--- config.mk ---
export PLATFORM = sky130hd
export DESIGN_NAME = vgm_command_stream_parser_flat
export DESIGN_NICKNAME = d
export VERILOG_FILES = /design/src/design/vcsp_pkg.sv /design/src/design/vcsp_byte_if.sv /design/src/design/vcsp_event_if.sv /design/src/design/vcsp_decoder.sv /design/src/design/vcsp_out_buf.sv /design/src/design/vgm_command_stream_parser.sv /design/src/flat_wrapper.sv
export SDC_FILE = /design/constraint.sdc
export NUM_CORES = 1
export LEC_CHECK = 0
export BUFFER_PORTS_ARGS = -buffer_cell sky130_fd_sc_hd__buf_2
export CAP_MARGIN = 5
export CORE_MARGIN = 2
export CORE_UTILIZATION = 61
export DETAILED_ROUTE_END_ITERATION = 16
export PLACE_DENSITY = 0.9
export RECOVER_POWER = 50
export SLEW_MARGIN = 20
export SYNTH_ARGS = -nofsm -noshare
export SYNTH_HDL_FRONTEND = slang
export SYNTH_HIERARCHICAL = 1
export SYNTH_SLANG_ARGS = --single-unit
--- constraint.sdc ---
create_clock -name clk_i -period 7.5 [get_ports clk_i]
set_clock_uncertainty 0.05 [all_clocks]
set_input_delay 0.75 -clock clk_i [delete_from_list [all_inputs] [get_ports clk_i]]
set_output_delay 0.75 -clock clk_i [all_outputs]
set_load 0.01 [all_outputs]
--- src/design/vcsp_pkg.sv ---
// types and constants for the command stream parser
// no dependencies; used by every module of the block
`timescale 1ns / 1ps

package vcsp_pkg;

  typedef enum logic [2:0] {
    PH_OPCODE  = 3'd0,
    PH_STEREO  = 3'd1,
    PH_TONE    = 3'd2,
    PH_FM_ADDR = 3'd3,
    PH_FM_DATA = 3'd4,
    PH_WAIT_LO = 3'd5,
    PH_WAIT_HI = 3'd6,
    PH_SKIP    = 3'd7
  } phase_e;

  typedef enum logic [2:0] {
    EV_STEREO  = 3'd0,
    EV_TONE    = 3'd1,
    EV_FM      = 3'd2,
    EV_WAIT    = 3'd3,
    EV_END     = 3'd4,
    EV_UNKNOWN = 3'd5
  } event_kind_e;

  localparam logic [7:0] OP_STEREO       = 8'h4f;
  localparam logic [7:0] OP_TONE         = 8'h50;
  localparam logic [7:0] OP_FM           = 8'h51;
  localparam logic [7:0] OP_WAIT_LONG    = 8'h61;
  localparam logic [7:0] OP_WAIT_NTSC    = 8'h62;
  localparam logic [7:0] OP_WAIT_PAL     = 8'h63;
  localparam logic [7:0] OP_END          = 8'h66;
  localparam logic [7:0] OP_WAIT_SHORT_LO = 8'h70;
  localparam logic [7:0] OP_WAIT_SHORT_HI = 8'h7f;
  localparam logic [7:0] OP_SKIP_TWO     = 8'ha0;
  localparam logic [7:0] OP_SKIP_THREE   = 8'hd2;

  localparam logic [15:0] WAIT_NTSC_SAMPLES = 16'd735;
  localparam logic [15:0] WAIT_PAL_SAMPLES  = 16'd882;
  localparam logic [3:0]  NIBBLE_MASK       = 4'hf;

  localparam logic [1:0] SKIP_TWO   = 2'd2;
  localparam logic [1:0] SKIP_THREE = 2'd3;

  localparam int unsigned PADDR_W        = 3;
  localparam logic        REG_LOOP_OFFSET = 1'b0;
  localparam logic [31:0] LOOP_OFFSET_RESET = 32'd64;

  typedef struct packed {
    event_kind_e kind;
    logic [7:0]  reg_address;
    logic [15:0] payload;
    logic [31:0] jump_target;
  } event_t;

  typedef struct packed {
    logic   emit;
    event_t evt;
  } decode_t;

endpackage

--- src/design/vcsp_byte_if.sv ---
// stream byte channel with valid/ready handshake
// no dependencies
`timescale 1ns / 1ps

interface vcsp_byte_if;
  logic       valid;
  logic       ready;
  logic [7:0] stream_byte;

  modport source (output valid, output stream_byte, input ready);
  modport sink (input valid, input stream_byte, output ready);
endinterface

--- src/design/vcsp_event_if.sv ---
// decoded event channel with valid/ready handshake
// no dependencies
`timescale 1ns / 1ps

interface vcsp_event_if;
  logic        valid;
  logic        ready;
  logic [2:0]  event_kind;
  logic [7:0]  reg_address;
  logic [15:0] payload;
  logic [31:0] jump_target;

  modport source (output valid, output event_kind, output reg_address, output payload,
                  output jump_target, input ready);
  modport sink (input valid, input event_kind, input reg_address, input payload,
                input jump_target, output ready);
endinterface

--- src/design/vcsp_decoder.sv ---
// opcode and operand decoder with parse state registers
// depends on vcsp_pkg
`timescale 1ns / 1ps

module vcsp_decoder (
  input  logic              clk_i,
  input  logic              rst_ni,
  input  logic              step_i,
  input  logic [7:0]        byte_i,
  input  logic [31:0]       loop_offset_i,
  output vcsp_pkg::decode_t dec_o
);
  import vcsp_pkg::*;

  phase_e     phase_q, phase_d;
  logic [1:0] skip_q, skip_d;
  logic [7:0] addr_q, addr_d;
  logic [7:0] wait_lo_q, wait_lo_d;

  always_comb begin
    phase_d   = phase_q;
    skip_d    = skip_q;
    addr_d    = addr_q;
    wait_lo_d = wait_lo_q;
    dec_o     = '0;
    case (phase_q)
      PH_STEREO: begin
        phase_d             = PH_OPCODE;
        dec_o.emit          = 1'b1;
        dec_o.evt.kind      = EV_STEREO;
        dec_o.evt.payload   = {8'h00, byte_i};
      end
      PH_TONE: begin
        phase_d             = PH_OPCODE;
        dec_o.emit          = 1'b1;
        dec_o.evt.kind      = EV_TONE;
        dec_o.evt.payload   = {8'h00, byte_i};
      end
      PH_FM_ADDR: begin
        addr_d  = byte_i;
        phase_d = PH_FM_DATA;
      end
      PH_FM_DATA: begin
        phase_d               = PH_OPCODE;
        dec_o.emit            = 1'b1;
        dec_o.evt.kind        = EV_FM;
        dec_o.evt.reg_address = addr_q;
        dec_o.evt.payload     = {8'h00, byte_i};
      end
      PH_WAIT_LO: begin
        wait_lo_d = byte_i;
        phase_d   = PH_WAIT_HI;
      end
      PH_WAIT_HI: begin
        phase_d           = PH_OPCODE;
        dec_o.emit        = 1'b1;
        dec_o.evt.kind    = EV_WAIT;
        dec_o.evt.payload = {byte_i, wait_lo_q};
      end
      PH_SKIP: begin
        if (skip_q > 2'd1) begin
          skip_d = skip_q - 2'd1;
        end else begin
          skip_d  = 2'd0;
          phase_d = PH_OPCODE;
        end
      end
      PH_OPCODE: begin
        if (byte_i inside {[OP_WAIT_SHORT_LO:OP_WAIT_SHORT_HI]}) begin
          dec_o.emit        = 1'b1;
          dec_o.evt.kind    = EV_WAIT;
          dec_o.evt.payload = {12'h000, byte_i[3:0] & NIBBLE_MASK} + 16'd1;
        end else begin
          case (byte_i)
            OP_STEREO:    phase_d = PH_STEREO;
            OP_TONE:      phase_d = PH_TONE;
            OP_FM:        phase_d = PH_FM_ADDR;
            OP_WAIT_LONG: phase_d = PH_WAIT_LO;
            OP_WAIT_NTSC: begin
              dec_o.emit        = 1'b1;
              dec_o.evt.kind    = EV_WAIT;
              dec_o.evt.payload = WAIT_NTSC_SAMPLES;
            end
            OP_WAIT_PAL: begin
              dec_o.emit        = 1'b1;
              dec_o.evt.kind    = EV_WAIT;
              dec_o.evt.payload = WAIT_PAL_SAMPLES;
            end
            OP_END: begin
              dec_o.emit            = 1'b1;
              dec_o.evt.kind        = EV_END;
              dec_o.evt.jump_target = loop_offset_i;
            end
            OP_SKIP_TWO: begin
              skip_d  = SKIP_TWO;
              phase_d = PH_SKIP;
            end
            OP_SKIP_THREE: begin
              skip_d  = SKIP_THREE;
              phase_d = PH_SKIP;
            end
            default: begin
              dec_o.emit        = 1'b1;
              dec_o.evt.kind    = EV_UNKNOWN;
              dec_o.evt.payload = {8'h00, byte_i};
            end
          endcase
        end
      end
      default: phase_d = PH_OPCODE;
    endcase
  end

  always_ff @(posedge clk_i or negedge rst_ni) begin
    if (!rst_ni) begin
      phase_q   <= PH_OPCODE;
      skip_q    <= 2'd0;
      addr_q    <= 8'h00;
      wait_lo_q <= 8'h00;
    end else if (step_i) begin
      phase_q   <= phase_d;
      skip_q    <= skip_d;
      addr_q    <= addr_d;
      wait_lo_q <= wait_lo_d;
    end
  end

endmodule

--- src/design/vcsp_out_buf.sv ---
// two-entry result buffer that decouples decode from the event sink
// depends on vcsp_pkg
`timescale 1ns / 1ps

module vcsp_out_buf (
  input  logic             clk_i,
  input  logic             rst_ni,
  input  logic             push_i,
  input  vcsp_pkg::event_t data_i,
  output logic             full_o,
  output logic             valid_o,
  input  logic             ready_i,
  output vcsp_pkg::event_t data_o
);
  import vcsp_pkg::*;

  event_t     mem_q [2];
  logic       wr_ptr_q, rd_ptr_q;
  logic [1:0] count_q, count_d;
  logic       pop;

  assign valid_o = (count_q != 2'd0);
  assign full_o  = (count_q == 2'd2);
  assign data_o  = mem_q[rd_ptr_q];
  assign pop     = valid_o && ready_i;

  always_comb begin
    count_d = count_q;
    if (push_i && !pop) begin
      count_d = count_q + 2'd1;
    end else if (pop && !push_i) begin
      count_d = count_q - 2'd1;
    end
  end

  always_ff @(posedge clk_i or negedge rst_ni) begin
    if (!rst_ni) begin
      wr_ptr_q <= 1'b0;
      rd_ptr_q <= 1'b0;
      count_q  <= 2'd0;
    end else begin
      count_q <= count_d;
      if (push_i) begin
        wr_ptr_q <= ~wr_ptr_q;
      end
      if (pop) begin
        rd_ptr_q <= ~rd_ptr_q;
      end
    end
  end

  always_ff @(posedge clk_i) begin
    if (push_i) begin
      mem_q[wr_ptr_q] <= data_i;
    end
  end

endmodule

--- src/design/vgm_command_stream_parser.sv ---
// command stream parser top level: input register, decoder, result buffer, apb register
// depends on vcsp_pkg, vcsp_byte_if, vcsp_event_if, vcsp_decoder, vcsp_out_buf
//
//   channel    dir  handshake          payload
//   byte_in    in   valid/ready        stream_byte[7:0]
//   event_out  out  valid/ready        event_kind, reg_address, payload, jump_target
//   apb        in   psel/penable/pwrite  loop_offset at address 0
//
// one byte per cycle unless a full buffer stalls an event byte; an event is offered once
// its last byte passes byte_q into the buffer; decoder state steps as byte_q moves on
// rst_ni clears parse state, buffer pointers and sets loop_offset to 64
// a stalled sink holds up to two events before byte_in.ready drops
// bytes that produce no event keep moving while the buffer is full
`timescale 1ns / 1ps

module vgm_command_stream_parser (
  input  logic                               clk_i,
  input  logic                               rst_ni,
  vcsp_byte_if.sink                          byte_in,
  vcsp_event_if.source                       event_out,
  input  logic                               psel,
  input  logic                               penable,
  input  logic                               pwrite,
  input  logic [vcsp_pkg::PADDR_W-1:0]       paddr,
  input  logic [31:0]                        pwdata,
  output logic [31:0]                        prdata,
  output logic                               pready
);
  import vcsp_pkg::*;

  logic        in_valid_q;
  logic [7:0]  byte_q;
  logic [31:0] loop_offset_q;
  logic        full;
  logic        advance;
  logic        cfg_write;
  decode_t     dec;
  event_t      head;

  assign pready    = 1'b1;
  assign cfg_write = psel && penable && pwrite;
  assign prdata    = (paddr[2] == REG_LOOP_OFFSET) ? loop_offset_q : 32'h0;

  always_ff @(posedge clk_i or negedge rst_ni) begin
    if (!rst_ni) begin
      loop_offset_q <= LOOP_OFFSET_RESET;
    end else if (cfg_write && (paddr[2] == REG_LOOP_OFFSET)) begin
      loop_offset_q <= pwdata;
    end
  end

  assign advance      = in_valid_q && (!dec.emit || !full);
  assign byte_in.ready = !in_valid_q || advance;

  always_ff @(posedge clk_i or negedge rst_ni) begin
    if (!rst_ni) begin
      in_valid_q <= 1'b0;
    end else if (byte_in.ready) begin
      in_valid_q <= byte_in.valid;
    end
  end

  always_ff @(posedge clk_i) begin
    if (byte_in.ready && byte_in.valid) begin
      byte_q <= byte_in.stream_byte;
    end
  end

  vcsp_decoder u_decoder (
    .clk_i         (clk_i),
    .rst_ni        (rst_ni),
    .step_i        (advance),
    .byte_i        (byte_q),
    .loop_offset_i (loop_offset_q),
    .dec_o         (dec)
  );

  vcsp_out_buf u_out_buf (
    .clk_i   (clk_i),
    .rst_ni  (rst_ni),
    .push_i  (advance && dec.emit),
    .data_i  (dec.evt),
    .full_o  (full),
    .valid_o (event_out.valid),
    .ready_i (event_out.ready),
    .data_o  (head)
  );

  assign event_out.event_kind  = head.kind;
  assign event_out.reg_address = head.reg_address;
  assign event_out.payload     = head.payload;
  assign event_out.jump_target = head.jump_target;

endmodule

--- src/flat_wrapper.sv ---
// flat-port wrapper written by rule: the top's interface ports become plain ports
module vgm_command_stream_parser_flat import vcsp_pkg::*;
  (clk_i, rst_ni, psel, penable, pwrite, paddr, pwdata, prdata, pready, byte_in_valid, byte_in_stream_byte, byte_in_ready, event_out_valid, event_out_event_kind, event_out_reg_address, event_out_payload, event_out_jump_target, event_out_ready);
  vcsp_byte_if byte_in_i ();
  vcsp_event_if event_out_i ();
  input  logic clk_i;
  input  logic rst_ni;
  input  logic psel;
  input  logic penable;
  input  logic pwrite;
  input  logic [vcsp_pkg::PADDR_W-1:0] paddr;
  input  logic [31:0] pwdata;
  output logic [31:0] prdata;
  output logic pready;
  input wire logic [$bits(byte_in_i.valid)-1:0] byte_in_valid;
  input wire logic [$bits(byte_in_i.stream_byte)-1:0] byte_in_stream_byte;
  output wire logic [$bits(byte_in_i.ready)-1:0] byte_in_ready;
  output wire logic [$bits(event_out_i.valid)-1:0] event_out_valid;
  output wire logic [$bits(event_out_i.event_kind)-1:0] event_out_event_kind;
  output wire logic [$bits(event_out_i.reg_address)-1:0] event_out_reg_address;
  output wire logic [$bits(event_out_i.payload)-1:0] event_out_payload;
  output wire logic [$bits(event_out_i.jump_target)-1:0] event_out_jump_target;
  input wire logic [$bits(event_out_i.ready)-1:0] event_out_ready;
  assign byte_in_i.valid = byte_in_valid;
  assign byte_in_i.stream_byte = byte_in_stream_byte;
  assign byte_in_ready = byte_in_i.ready;
  assign event_out_valid = event_out_i.valid;
  assign event_out_event_kind = event_out_i.event_kind;
  assign event_out_reg_address = event_out_i.reg_address;
  assign event_out_payload = event_out_i.payload;
  assign event_out_jump_target = event_out_i.jump_target;
  assign event_out_i.ready = event_out_ready;
  vgm_command_stream_parser u_core (.clk_i(clk_i), .rst_ni(rst_ni), .byte_in(byte_in_i), .event_out(event_out_i), .psel(psel), .penable(penable), .pwrite(pwrite), .paddr(paddr), .pwdata(pwdata), .prdata(prdata), .pready(pready));
endmodule
**Word level (Yosys, flattened, before mapping)**

Memory sizes are Yosys's and may differ from the RTL's.
Index checks and enable logic that the tools add are counted.

- $add $sub $neg: 4
- $mul: 0
- Divide/modulo/power cells: 0
- $lt $le $gt $ge: 3
- Eq/ne operators: 21
- Shift-type cells: 0
- Mux-type cells: 23
- Bitwise logic cells: 3
- Reduce and logical (&&, ||, !) cells: 31

Operators with widths:

| operator | number |
|---|---|
| $mux W32 | 4 |
| $eq A8 B7 Y1 const B | 7 |
| $pmux W16 S3 | 1 |
| $pmux W10 S3 | 1 |
| $pmux W3 S5 | 2 |
| $pmux W4 S5 | 1 |
| $eq A8 B8 Y1 const B | 2 |
| $eq A3 B3 Y1 const B | 4 |
| $pmux W4 S3 | 1 |
| $logic_and A1 B1 Y1 | 10 |
| $mux W10 | 1 |
| $ge A8 B7 Y1 const B | 1 |
| $le A8 B7 Y1 const B | 1 |
| $mux W2 | 4 |
| $mux W8 | 1 |
| $pmux W2 S2 | 2 |
| $reduce_and A4 Y1 | 2 |
| $reduce_or A7 Y1 | 1 |
| $eq A3 B2 Y1 const B | 2 |
| $mux W3 | 2 |
| $ne A6 B2 Y1 const B | 1 |
| $reduce_bool A2 Y1 | 3 |
| $reduce_or A6 Y1 | 1 |
| $add A4 B1 Y5 const B | 1 |
| 17 further kinds | 29 |

- Register bits: 66
- Latch bits: 0
- Memory bits (writable): 118
- Memory bits (read-only): 0
- Input port bits: 50
- Logic and storage cells: 96
- Memories kept: 1

Memories:

| name | depth | bits a word | rd ports | clocked after memory_dff | wr ports | line | source |
|---|---|---|---|---|---|---|---|
| u_core.u_out_buf.mem_q | 2 | 59 | 1 | 0 | 1 | vcsp_out_buf.sv:17 | `event_t mem_q [2];` |

**Logic depth before layout (Yosys ltp)**

Gate-level depths: netlist (run 1).

- Depth in word-level cells: 13
- Mapped depth: 12
- Depth with buffers taken out: 11

**Hierarchy**

The synthesis (run 1) kept the hierarchy.

Modules (own cells, without submodules):

| module | instances | cells each | area each (µm²) | sequential area each (µm²) |
|---|---|---|---|---|
| vcsp_out_buf | 1 | 200 | 4,749.6 | 3,643.5 |
| vcsp_decoder | 1 | 238 | 1,934.4 | 525.5 |
| vgm_command_stream_parser | 1 | 119 | 1,854.3 | 1,067.3 |

**Worst setup path after synthesis (run 1)**

OpenSTA, ideal clock, no wires.

- Kind: reg-to-reg
- Start point: reg u_core.byte_q[0]
- End point: mem u_core/u_out_buf/mem_q[0][0] (netlist name) (enable)
- Arrival: 4.592 ns
- Required time: 6.967 ns
- Path slack: 2.375 ns
- Cell stages (with the launch flop): 9
- Path buffers: 0
- Clock period less this slack: 5.125 ns
- Cell sequence: edfxtp_1 inv_1 ha_1 and4b_1 o211ai_4 nand4_2 a31oi_1 and3b_1 nor2b_1

RTL lines:

| what | line | source |
|---|---|---|
| start, declared | vgm_command_stream_parser.sv:32 | `logic [7:0] byte_q;` |
| start signal, assigned | vgm_command_stream_parser.sv:65 | `byte_q <= byte_in.stream_byte;` |
| end, declared | vcsp_out_buf.sv:17 |  |

==> metrics.md, run 1 <==
| Metric | Value |
|---|---|
| Status | `finished with violations` |
| Failing checks | `max-capacitance violations, max-slew violations` |
| Core area | `13,770 um^2` |
| Post-CTS resize count | `0` |
| Worst Hold Class | `flip-flop to flip-flop` |
| Critical Path Fanout Max | `46` |
| Seq/Total Area, Yosys | `61.33%` |
| RSZ-0062 raised after global routing | `no` |
| Post-DP HPWL | `11,150 um` |
| GR Overflow Total | `0` |
| RD Place Congestion | `0.9142` |
| Vias in the first global route | `4,946` |
| Row Count | `43` |
| DP Area | `9249 um^2` |
| Final Max Tran Viols | `126` |
| Hold Buf Count CTS | `0` |
| Final period util | `62.01%` |
| Synthesized area | `8538 um^2` |
| Total Wirelength | `17,290 um` |
| Routed Antenna Nets | `0` |
| Tot Pwr | `3.576 mW` |
| Crit-path cells | `inv_1 > ha_1 > and4b_1 > o211ai_1 > nand4_1 > a31oi_1 > and3b_1 > nor2b_4 > buf_4` |
| Diode count | `0` |
| CTS sink cnt | `184` |
| CP arrival | `4.66 ns` |
| Total CTS buffers | `17` |
| Fillers | `999` |
| First-pass DRT Iterations | `5` |
| Slowest cell on crit path | `buf_4` |
| Final setup viols | `0` |
| Global-route wire length before repair | `26,210 um` |
| Share of cells above drive strength 1 | `29.20%` |
| Initial drt markers | `332` |
| Mapped Cells | `557` |
| Die area | `14,960 um^2` |
| Vias per Instance | `5.797` |
| Peak VDD IR | `351.4 uV` |
| Post-route cell area | `9610 um^2` |
| IO Port Bufs | `140` |
| Largest net degree at the start of global routing | `59` |
| Routed len/inst | `19.60 um` |
| Initial antenna violation count | `0` |
| Power Density | `372.1 nW/um^2` |
| Post-synth top area share | `44.31%` |
| Least-Margin Pin Slew | `3.224 ns` |
| Die X | `122.3 um` |
| Initial core utilization | `61.99%` |
| Max Freq | `0.2150 GHz` |
| Worst skew pair latency | `0.44 ns` |
| Synthesis-stage register bit count | `184` |
| P_leak | `3.920 nW` |
| Core Util, Final | `69.78%` |
| Vias | `5,113` |
| Max Root-Sink Buffers | `2` |
| Area leader, netlist | `edfxtp_1` |
| Area Overhead vs Synth | `12.56%` |
| Root buf cell | `clkbuf_16` |
| Ys Warns | `6` |
| Asr flop ratio synth | `31.52%` |
| Clock slew at reported path FFs | `0.07 ns` |
| Die Ht | `122.3 um` |
| Number of top-level pins | `144` |
| Final TNS setup | `0 ns` |
| CP top delay family | `simple AND/OR/NAND/NOR gates` |
| EDFF count, synth | `126` |
| Total GRT Usage | `23.29%` |
| CTS tree | `yes` |
| Syn nets | `612` |
| Buf/Inv on CP | `2` |
| Post-CTS Setup Inserts | `0` |
| Fin crit period | `4.651 ns` |
| Worst Setup Start Kind | `flip-flop` |
| Mean Syn Cell Area | `15.33 um^2` |
| Slowest stage delay, CP | `0.59 ns` |
| Distinct cells, synth | `59` |
| Largest cells by area after synthesis | `edfxtp_1 (44%), dfrtp_1 (17%), mux2_4 (16%), and2_1 (3.6%), nor2b_1 (2.6%)` |
| H-tree lvl count | `4` |
| Max-cap violations | `3` |
| Worst Path Required | `7.51 ns` |
| Slew HR | `-114.9%` |
| Top_reg_cell synth | `edfxtp_1` |
| Final Net Count | `744` |
| Crit Path Class | `flip-flop to flip-flop` |
| Residual DRC count | `0` |
| Crit. End Element | `flip-flop` |
| Endpoints failing hold | `0` |
cell families after synthesis:
kind of cell    Yosys count  synth area share [%]
xor+xnor                  8                0.8207
mux                     100                 17.09
flops                   184                 61.33
fa+ha+maj                 5                0.7327
compound gates           64                 5.408
other cells               1               0.04392
simple gates            151                 10.96
buf+inv                  44                 3.620
final cells by class:
type,instances,area [um^2],area share [%]
clock buffer,18,439.2,4.570
tap,180,225.2,2.343
inverter,11,41.29,0.4296
clock inverter,14,161.4,1.679
sequential,184,5236,54.49
timing repair buffer,146,695.7,7.239
multi-input combinational,329,2811,29.25
power breakdown:
| part | leakage [nW] | total [mW] | switching (mW) | internal, mW |
|---|---|---|---|---|
| clock network | 0.283 | 0.902 | 0.394 | 0.507 |
| logic | 1.70 | 1.10 | 0.585 | 0.514 |
| registers | 1.93 | 1.58 | 0.152 | 1.42 |
| total | 3.92 | 3.58 | 1.13 | 2.44 |
registers in the layout, indices dropped and copies added (netlist names):
register	count
u_core/u_out_buf/wr_ptr_q	1
u_core/u_out_buf/mem_q	118
u_core/u_decoder/phase_q	3
u_core/byte_q	8
u_core/u_decoder/skip_q	2
u_core/loop_offset_q	32
u_core/u_decoder/addr_q	8
u_core/u_decoder/wait_lo_q	8
u_core/in_valid_q	1
u_core/u_out_buf/rd_ptr_q	1
u_core/u_out_buf/count_q	2
tightest hold or removal path, stage by stage (launching register included):
cell and delay, ns:
dfrtp_1 0.36, nand2_1 0.05, o21ai_0 0.06
Yosys cell counts (all sizes together) (3+ instances only):
| master | instances |
|---|---|
| a211o | 3 |
| a21o | 3 |
| a21oi | 10 |
| a22o | 6 |
| a22oi | 4 |
| and2 | 49 |
| buf | 21 |
| clkbuf | 12 |
| dfrtp | 57 |
| edfxtp | 126 |
| ha | 5 |
| inv | 10 |
| mux2 | 99 |
| nand2 | 19 |
| nand2b | 4 |
| nand3 | 7 |
| nand4 | 5 |
| nand4b | 3 |
| nor2 | 7 |
| nor2b | 35 |
| nor3 | 5 |
| o211ai | 3 |
| o21ai | 16 |
| o31ai | 3 |
| o32ai | 3 |
| or3 | 3 |
| xnor2 | 3 |
| xor2 | 5 |
final timing paths:
check | endpoint | start | slack (ns) | depth (start not counted)
max | u_core/u_out_buf/mem_q[0][53]$_DFFE_PP_ | u_core/byte_q[0]$_DFFE_PP_ | 2.85 | 9
min | u_core/u_decoder/addr_q[4]$_DFFE_PN0P_ | u_core/u_decoder/addr_q[4]$_DFFE_PN0P_ | 0.45 | 2
max reg2reg | u_core/u_out_buf/mem_q[0][53]$_DFFE_PP_ | u_core/byte_q[0]$_DFFE_PP_ | 2.85 | 9
min reg2reg | u_core/u_decoder/addr_q[4]$_DFFE_PN0P_ | u_core/u_decoder/addr_q[4]$_DFFE_PN0P_ | 0.45 | 2
max in group asynchronous | u_core/u_decoder/addr_q[3]$_DFFE_PN0P_ | rst_ni | 4.13 | 2
min in group asynchronous | u_core/u_out_buf/wr_ptr_q$_DFFE_PN0P_ | rst_ni | 1.44 | 2
metal layers:
layer  track usage (%)  share of wire, %  vias to the layer above
li1                  -                 -                     2323
met1             31.94                41                     2562
met2             37.64                51                      207
met3             4.414               5.9                       21
met4             8.118               1.7                        0
met5                 0                 0                        -
metrics by stage:
step | setup WS, ns | std cells | hold slack, ns
final | 2.849 | 882 | 0.4451
after global routing | 2.644 | 882 | 0.4383
after CTS | 3.372 | 881 | 0.4324
after detailed placement | 3.408 | 849 | 0.4172
after global placement | 3.488 | 849 | 0.4083
after floorplan | 2.375 | 557 | 0.3918
cell usage in the layout (no fill, tap or decap), drive strengths merged, types with 3 or more instances in the layout:
cell	netlist	layout
a211o	3	3
buf	21	110
clkbuf	12	54
clkinvlp	0	4
and2	49	49
nor2	7	7
nand4	5	5
nand4b	3	3
nand3	7	7
o21ai	16	16
o32ai	3	3
edfxtp	126	126
mux2	99	99
or3	3	3
o31ai	3	3
clkinv	1	4
nand2b	4	4
nor2b	35	35
a21o	3	3
xor2	5	5
nand2	19	19
ha	5	5
inv	10	15
xnor2	3	3
o211ai	3	3
a22oi	4	4
a22o	6	6
nor3	5	5
dfrtp	57	57
a21oi	10	10
(Power assumes the default switching activity.)
==> run 2: changes to the inputs <==
Settings changed: ABC_AREA from default to 1, CORE_UTILIZATION 61 to 56, PLACE_DENSITY 0.9 to 0.84.
Clock period 7.5 ns to 4.85 ns, I/O delays scaled along.
==> metrics.md, run 2 <==
| Metric | Value |
|---|---|
| Status | `finished with violations` |
| Failing checks | `max-capacitance violations, max-slew violations` |
| Most frequent cell after synthesis | `nand2_1` |
| CTS sink cnt | `184` |
| IO Port Bufs | `140` |
| Total Wirelength | `18,270 um` |
| Mapped Cells | `882` |
| Worst Setup Start Kind | `flip-flop` |
| H-tree lvl count | `4` |
| Vias in the first global route | `5,881` |
| Power Density | `608.4 nW/um^2` |
| Clock slew at reported path FFs | `0.06 ns` |
| GR Overflow Total | `0` |
| Hold Buf Count CTS | `0` |
| GRT busiest layer | `met2` |
| Max FFs per register | `118` |
| P_int | `3.625 mW` |
| Top_reg_cell synth | `edfxtp_1` |
| Slowest stage delay, CP | `2.15 ns` |
| Ys Warns | `6` |
| Post-Place Cells | `1,171` |
| R2R Setup Slk | `0.87 ns` |
| Non-filler instance count after layout | `1,203` |
| Synthesized area | `8376 um^2` |
| Post-CTS Setup Inserts | `0` |
| CTS tree | `yes` |
| Reg with most FFs | `u_core/u_out_buf/mem_q` |
| NetSw | `2.182 mW` |
| Mean Syn Cell Area | `9.496 um^2` |
| Vias per Instance | `5.167` |
| Die X | `126.3 um` |
| Slowest cell on crit path | `nor2_1` |
| Core Util, Final | `65.42%` |
| Post-DP HPWL | `11,900 um` |
| Peak VDD IR | `278.3 uV` |
| CP arrival | `4.20 ns` |
| Slew HR | `-125.6%` |
| Sw Ratio | `37.57%` |
| Crit. End Element | `flip-flop` |
| Asr flop ratio synth | `31.52%` |
| Routed Antenna Nets | `0` |
| CP top delay family | `simple AND/OR/NAND/NOR gates` |
| Crit-path cells | `inv_1 > nor2_1 > nand3_1 > inv_1 > nor2_1 > a22oi_1 > nand3_1` |
| Final TNS setup | `0 ns` |
| Final setup viols | `0` |
| Top flop regs | `u_core/u_out_buf/mem_q x118, u_core/loop_offset_q x32` |
| Met3 usage | `4.091%` |
| Seq/Total Area, Yosys | `62.52%` |
| Diode count | `0` |
| Synthesis-stage register bit count | `184` |
| Fillers | `1,204` |
| Share of cells above drive strength 1 | `16.98%` |
| Hold depth | `1` |
| Buf/Inv on CP | `2` |
| Endpoints failing hold | `0` |
| Area leader, netlist | `edfxtp_1` |
| R2r worst-path depth | `7` |
| Largest cells by area after synthesis | `edfxtp_1 (45%), dfrtp_1 (17%), nand2_1 (15%), nor2_1 (4.5%), nand3_1 (3.0%)` |
| Global-route wire length before repair | `28,770 um` |
| Commonest cells after routing, fill and taps aside | `nand2_1 (344), edfxtp_1 (126), buf_2 (107)` |
| Vias | `6,216` |
| RD Place Congestion | `0.9280` |
| Synth top cells by count | `nand2_1 (340), edfxtp_1 (126), nor2_1 (101)` |
| RSZ-0062 raised after global routing | `no` |
| EDFF count, synth | `126` |
| Final Max Tran Viols | `168` |
| Crit Path Class | `flip-flop to flip-flop` |
| Worst Hold End | `u_core/byte_q[2]$_DFFE_PP_` |
| Max Freq | `0.2513 GHz` |
| Number of top-level pins | `144` |
| Final Net Count | `1,061` |
| Reg2reg start | `u_core/byte_q[6]$_DFFE_PP_` |
| Worst Path Required | `5.07 ns` |
| Comb pwr share | `34.7%` |
| Clk pwr share | `21.4%` |
| Least-Margin Pin Slew | `3.384 ns` |
| P_leak | `4.424 nW` |
| Post-synth top area share | `45.17%` |
| Largest net degree at the start of global routing | `61` |
| Die Ht | `126.3 um` |
| GR Util met1 | `31.00%` |
| Max-cap violations | `4` |
| Worst skew pair latency | `0.43 ns` |
| Multi-input logic area | `2530 um^2` |
| Area Overhead vs Synth | `13.95%` |
| Initial drt markers | `483` |
| Routed len/inst | `15.18 um` |
| Row Count | `44` |
| Final period util | `82.05%` |
| Distinct cells, synth | `36` |
| Core area | `14,590 um^2` |
| FF+latch area | `5236 um^2` |
| Capturing point of the worst reg2reg path | `u_core/u_out_buf/mem_q[0][37]$_DFFE_PP_` |
| Worst Hold Class | `input port to flip-flop` |
| Post-CTS resize count | `0` |
| Initial antenna violation count | `0` |
| Hold_sp | `byte_in_stream_byte[2]` |
| First-pass DRT Iterations | `5` |
| Commonest non-fill, non-tap cell in the layout | `nand2_1` |
| Critical Path Fanout Max | `40` |
| Fin crit period | `3.979 ns` |
| Root buf cell | `clkbuf_16` |
| Residual DRC count | `0` |
| Total CTS buffers | `17` |
| Max Root-Sink Buffers | `2` |
| Die area | `15,950 um^2` |
| Met2 GRT Util | `38.14%` |
| Total GRT Usage | `23.09%` |
| Syn nets | `937` |
| Initial core utilization | `57.41%` |
| Sequential Power Share | `44.0%` |
==> run 2: cell types whose count changed after synthesis, sizes merged, moves of 4 or more <==
| cell | change |
|---|---|
| mux2 | -99 |
| inv | +68 |
| o21ai | +11 |
| nor2 | +102 |
| nand2 | +337 |
| buf | +13 |
| nor3 | -5 |
| nand2b | -4 |
| and2 | -49 |
| nor2b | -35 |
| a22o | -5 |
| clkbuf | -7 |
| nand3 | +47 |
==> run 2: per-layer routing <==
| layer | part of all wire, % | vias up |
|---|---|---|
| met4 | 1.9 | 0 |
| met2 | 50 | 198 |
| li1 | - | 3062 |
| met3 | 5.5 | 26 |
| met1 | 43 | 2930 |
| met5 | 0 | - |
==> run 2: worst max path at each step <==
stage	cells past startpoint	startpoint	to	slack (ns)
6_report	7	u_core/byte_q[6]$_DFFE_PP_	u_core/u_out_buf/mem_q[0][37]$_DFFE_PP_	0.87
5_1_grt	5	paddr[2]	u_core/loop_offset_q[25]$_DFFE_PN0P_	0.56
4_1_cts	17	u_core/byte_q[0]$_DFFE_PP_	u_core/u_out_buf/mem_q[0][33]$_DFFE_PP_	0.99
3_5_place_dp	17	u_core/byte_q[0]$_DFFE_PP_	u_core/u_out_buf/mem_q[0][33]$_DFFE_PP_	1.0
3_3_place_gp	17	u_core/byte_q[0]$_DFFE_PP_	u_core/u_out_buf/mem_q[0][33]$_DFFE_PP_	1.06
2_1_floorplan	16	u_core/byte_q[0]$_DFFE_PP_	u_core/u_out_buf/mem_q[0][0]$_DFFE_PP_	0.75
==> run 2: metrics by stage <==
stage | worst slack [ns] | cell area, um^2 | hold WS (ns) | power, mW
floorplan | 0.7478 | 8378 | 0.1394 | 3.917
global placement | 1.058 | 9092 | 0.4095 | 4.542
detailed placement | 0.9955 | 9092 | 0.4158 | 4.608
CTS | 0.9905 | 9627 | 0.1698 | 5.850
global route | 0.5638 | 9544 | 0.1715 | 6.166
finish | 0.8705 | 9544 | 0.1829 | 5.807
==> run 2: power by group through the flow <==
stage | logic, mW | registers [mW] | clock network, mW
after global routing | 2.23 | 2.60 | 1.33
after detailed placement | 2.03 | 2.58 | 0
final | 2.01 | 2.55 | 1.24
after CTS | 2.04 | 2.55 | 1.26
after global placement | 1.98 | 2.56 | 0
after floorplan | 1.42 | 2.49 | 0
==> run 2: area by class of cell <==
type / count / area share [%]
Timing Repair Buffer: 144 / 7.446
Tap cell: 184 / 2.412
Clock inverter: 11 / 0.7735
Multi-Input combinational cell: 581 / 26.51
Inverter: 78 / 3.173
Sequential cell: 184 / 54.86
Clock buffer: 21 / 4.824
==> run 2: cell families after synthesis <==
kind of cell / Yosys count / share of synthesized area (%)
other: 1 / 0.04477
buffers and inverters: 117 / 7.021
xor gates and xnor gates: 4 / 0.4184
and+or+nand+nor: 521 / 25.74
adders and majority gates: 5 / 0.7469
DFF: 184 / 62.52
AOI/OAI and AO/OA: 50 / 3.511
==> run 3: changes to the inputs <==
Settings changed: ABC_AREA 1 to 0, CORE_UTILIZATION 56 to 51, PLACE_DENSITY 0.84 to 0.8.
Clock period 4.85 ns to 3.25 ns, I/O delays scaled along.
==> metrics.md, run 3 (same netlist as run 1, synthesis figures left out) <==
| Metric | Value |
|---|---|
| Die Ht | `133.4 um` |
| Final period util | `92.62%` |
| Commonest non-fill, non-tap cell in the layout | `edfxtp_1` |
| Routed len/inst | `18.85 um` |
| Hold Buf Count CTS | `3` |
| First-pass DRT Iterations | `4` |
| Largest net degree at the start of global routing | `55` |
| Share of cells above drive strength 1 | `25.51%` |
| Die X | `133.4 um` |
| Endpoints failing hold | `0` |
| Worst Setup Start Kind | `flip-flop` |
| Critical Path Fanout Max | `9` |
| Residual DRC count | `0` |
| Vias | `5,074` |
| Total Wirelength | `17,880 um` |
| Crit. End Element | `flip-flop` |
| Post-CTS resize count | `0` |
| Power Density | `817.7 nW/um^2` |
| Initial core utilization | `51.85%` |
| Max FFs per register | `118` |
| Number of top-level pins | `144` |
| Max Root-Sink Buffers | `2` |
| GR Overflow Total | `0` |
| Max-cap violations | `2` |
| DP Worst Slack | `0.3000 ns` |
| Clock slew at reported path FFs | `0.07 ns` |
| Fin crit period | `3.010 ns` |
| Worst Path Required | `3.50 ns` |
| Reg with most FFs | `u_core/u_out_buf/mem_q` |
| Vias in the first global route | `5,238` |
| Crit Path Class | `flip-flop to flip-flop` |
| Failing checks | `max-capacitance violations, max-slew violations` |
| Global-route wire length before repair | `27,980 um` |
| Status | `finished with violations` |
| Diode count | `0` |
| Post-CTS Setup Inserts | `0` |
| Vias per Instance | `5.347` |
| Commonest cells after routing, fill and taps aside | `edfxtp_1 (126), buf_2 (106), mux2_1 (86)` |
| Final Max Tran Viols | `30` |
| Total GRT Usage | `20.56%` |
| Routed Antenna Nets | `0` |
| IO Port Bufs | `140` |
| RSZ-0062 raised after global routing | `no` |
| Worst skew pair latency | `0.43 ns` |
| P_leak | `3.901 nW` |
| H-tree lvl count | `4` |
| Final TNS setup | `0 ns` |
| Row Count | `47` |
| Max Freq | `0.3322 GHz` |
| Total CTS buffers | `17` |
| Core Util, Final | `59.13%` |
| Post-DP HPWL | `12,330 um` |
| Hold Slack | `0.02189 ns` |
| CP arrival | `3.26 ns` |
| Die area | `17,790 um^2` |
| Final setup viols | `0` |
| Initial drt markers | `285` |
| CTS sink cnt | `184` |
| Peak VDD IR | `555.7 uV` |
| CTS tree | `yes` |
| Root buf cell | `clkbuf_16` |
| Setup ws final | `0.2399 ns` |
| Slew HR | `-13.12%` |
| Least-Margin Pin Slew | `1.697 ns` |
| Core area | `16,470 um^2` |
| Top flop regs | `u_core/u_out_buf/mem_q x118, u_core/loop_offset_q x32` |
| Final Net Count | `771` |
| Worst Hold Class | `input port to flip-flop` |
| Area Overhead vs Synth | `14.04%` |
| RD Place Congestion | `0.8483` |
| Initial antenna violation count | `0` |
run 3: cell count changes in the layout (fill, tap and decap cells not counted), sizes merged, moves of 11 or more:
cell | previous run | this run
nor2 | 109 | 7
mux2 | 0 | 99
and2 | 0 | 49
nor2b | 0 | 35
o21ai | 27 | 16
inv | 82 | 17
nand3 | 54 | 7
nand2 | 356 | 19
buf | 110 | 130
run 3: path summary, 6_finish.rpt:
kind	slack, ns	startpoint	cells past startpoint	to
max in group asynchronous	0.74	rst_ni	3	u_core/u_decoder/skip_q[1]$_DFFE_PN0P_
worst max-delay path	0.24	u_core/byte_q[1]$_DFFE_PP_	12	u_core/u_decoder/addr_q[4]$_DFFE_PN0P_
min in group asynchronous	0.83	rst_ni	2	u_core/u_out_buf/rd_ptr_q$_DFFE_PN0P_
worst min register to register	0.44	u_core/u_decoder/addr_q[0]$_DFFE_PN0P_	2	u_core/u_decoder/addr_q[0]$_DFFE_PN0P_
worst min-delay path	0.02	byte_in_stream_byte[2]	1	u_core/byte_q[2]$_DFFE_PP_
worst max register to register	0.24	u_core/byte_q[1]$_DFFE_PP_	12	u_core/u_decoder/addr_q[4]$_DFFE_PN0P_
run 3: worst max-delay path, cell delays in order (launching register included):
cell,delay (ns)
edfxtp_1,0.39
inv_1,0.25
ha_1,0.25
nand4bb_1,0.11
a211o_1,0.35
nand4_1,0.18
a31oi_4,0.11
a21boi_0,0.25
buf_4,0.21
nand4_1,0.31
buf_4,0.27
nand2_1,0.05
o21ai_0,0.08
run 3: through the flow:
stage / cells / total power, mW / instance area [um^2]
final: 949 / 7.962 / 9737
after global routing: 949 / 8.371 / 9737
after CTS: 949 / 8.550 / 10170
after detailed placement: 914 / 6.555 / 9562
after global placement: 914 / 6.444 / 9562
after floorplan: 557 / 5.632 / 8572
run 3: layer usage:
layer | vias up | track usage (%) | share of wire (%)
li1 | 2377 | - | -
met2 | 132 | 35.19 | 51
met3 | 25 | 4.871 | 4.1
met1 | 2540 | 25.93 | 43
met4 | 0 | 6.738 | 1.7
met5 | - | 0 | 0
run 3: power by group:
group          switching (mW)  internal (mW)
Sequential              0.252           3.28
Clock                   0.946           1.03
Combinational            1.45           1.01
run 3: layout make-up:
type                    count  area (um^2)
fillers                  1394         6729
flip-flops and latches    184         5236
multi-input cells         329         2683
repair buffers            173        920.9
clock buffers              18        429.2
well taps                 220        275.3
clock inverters            14        151.4
inverters                  11        41.29
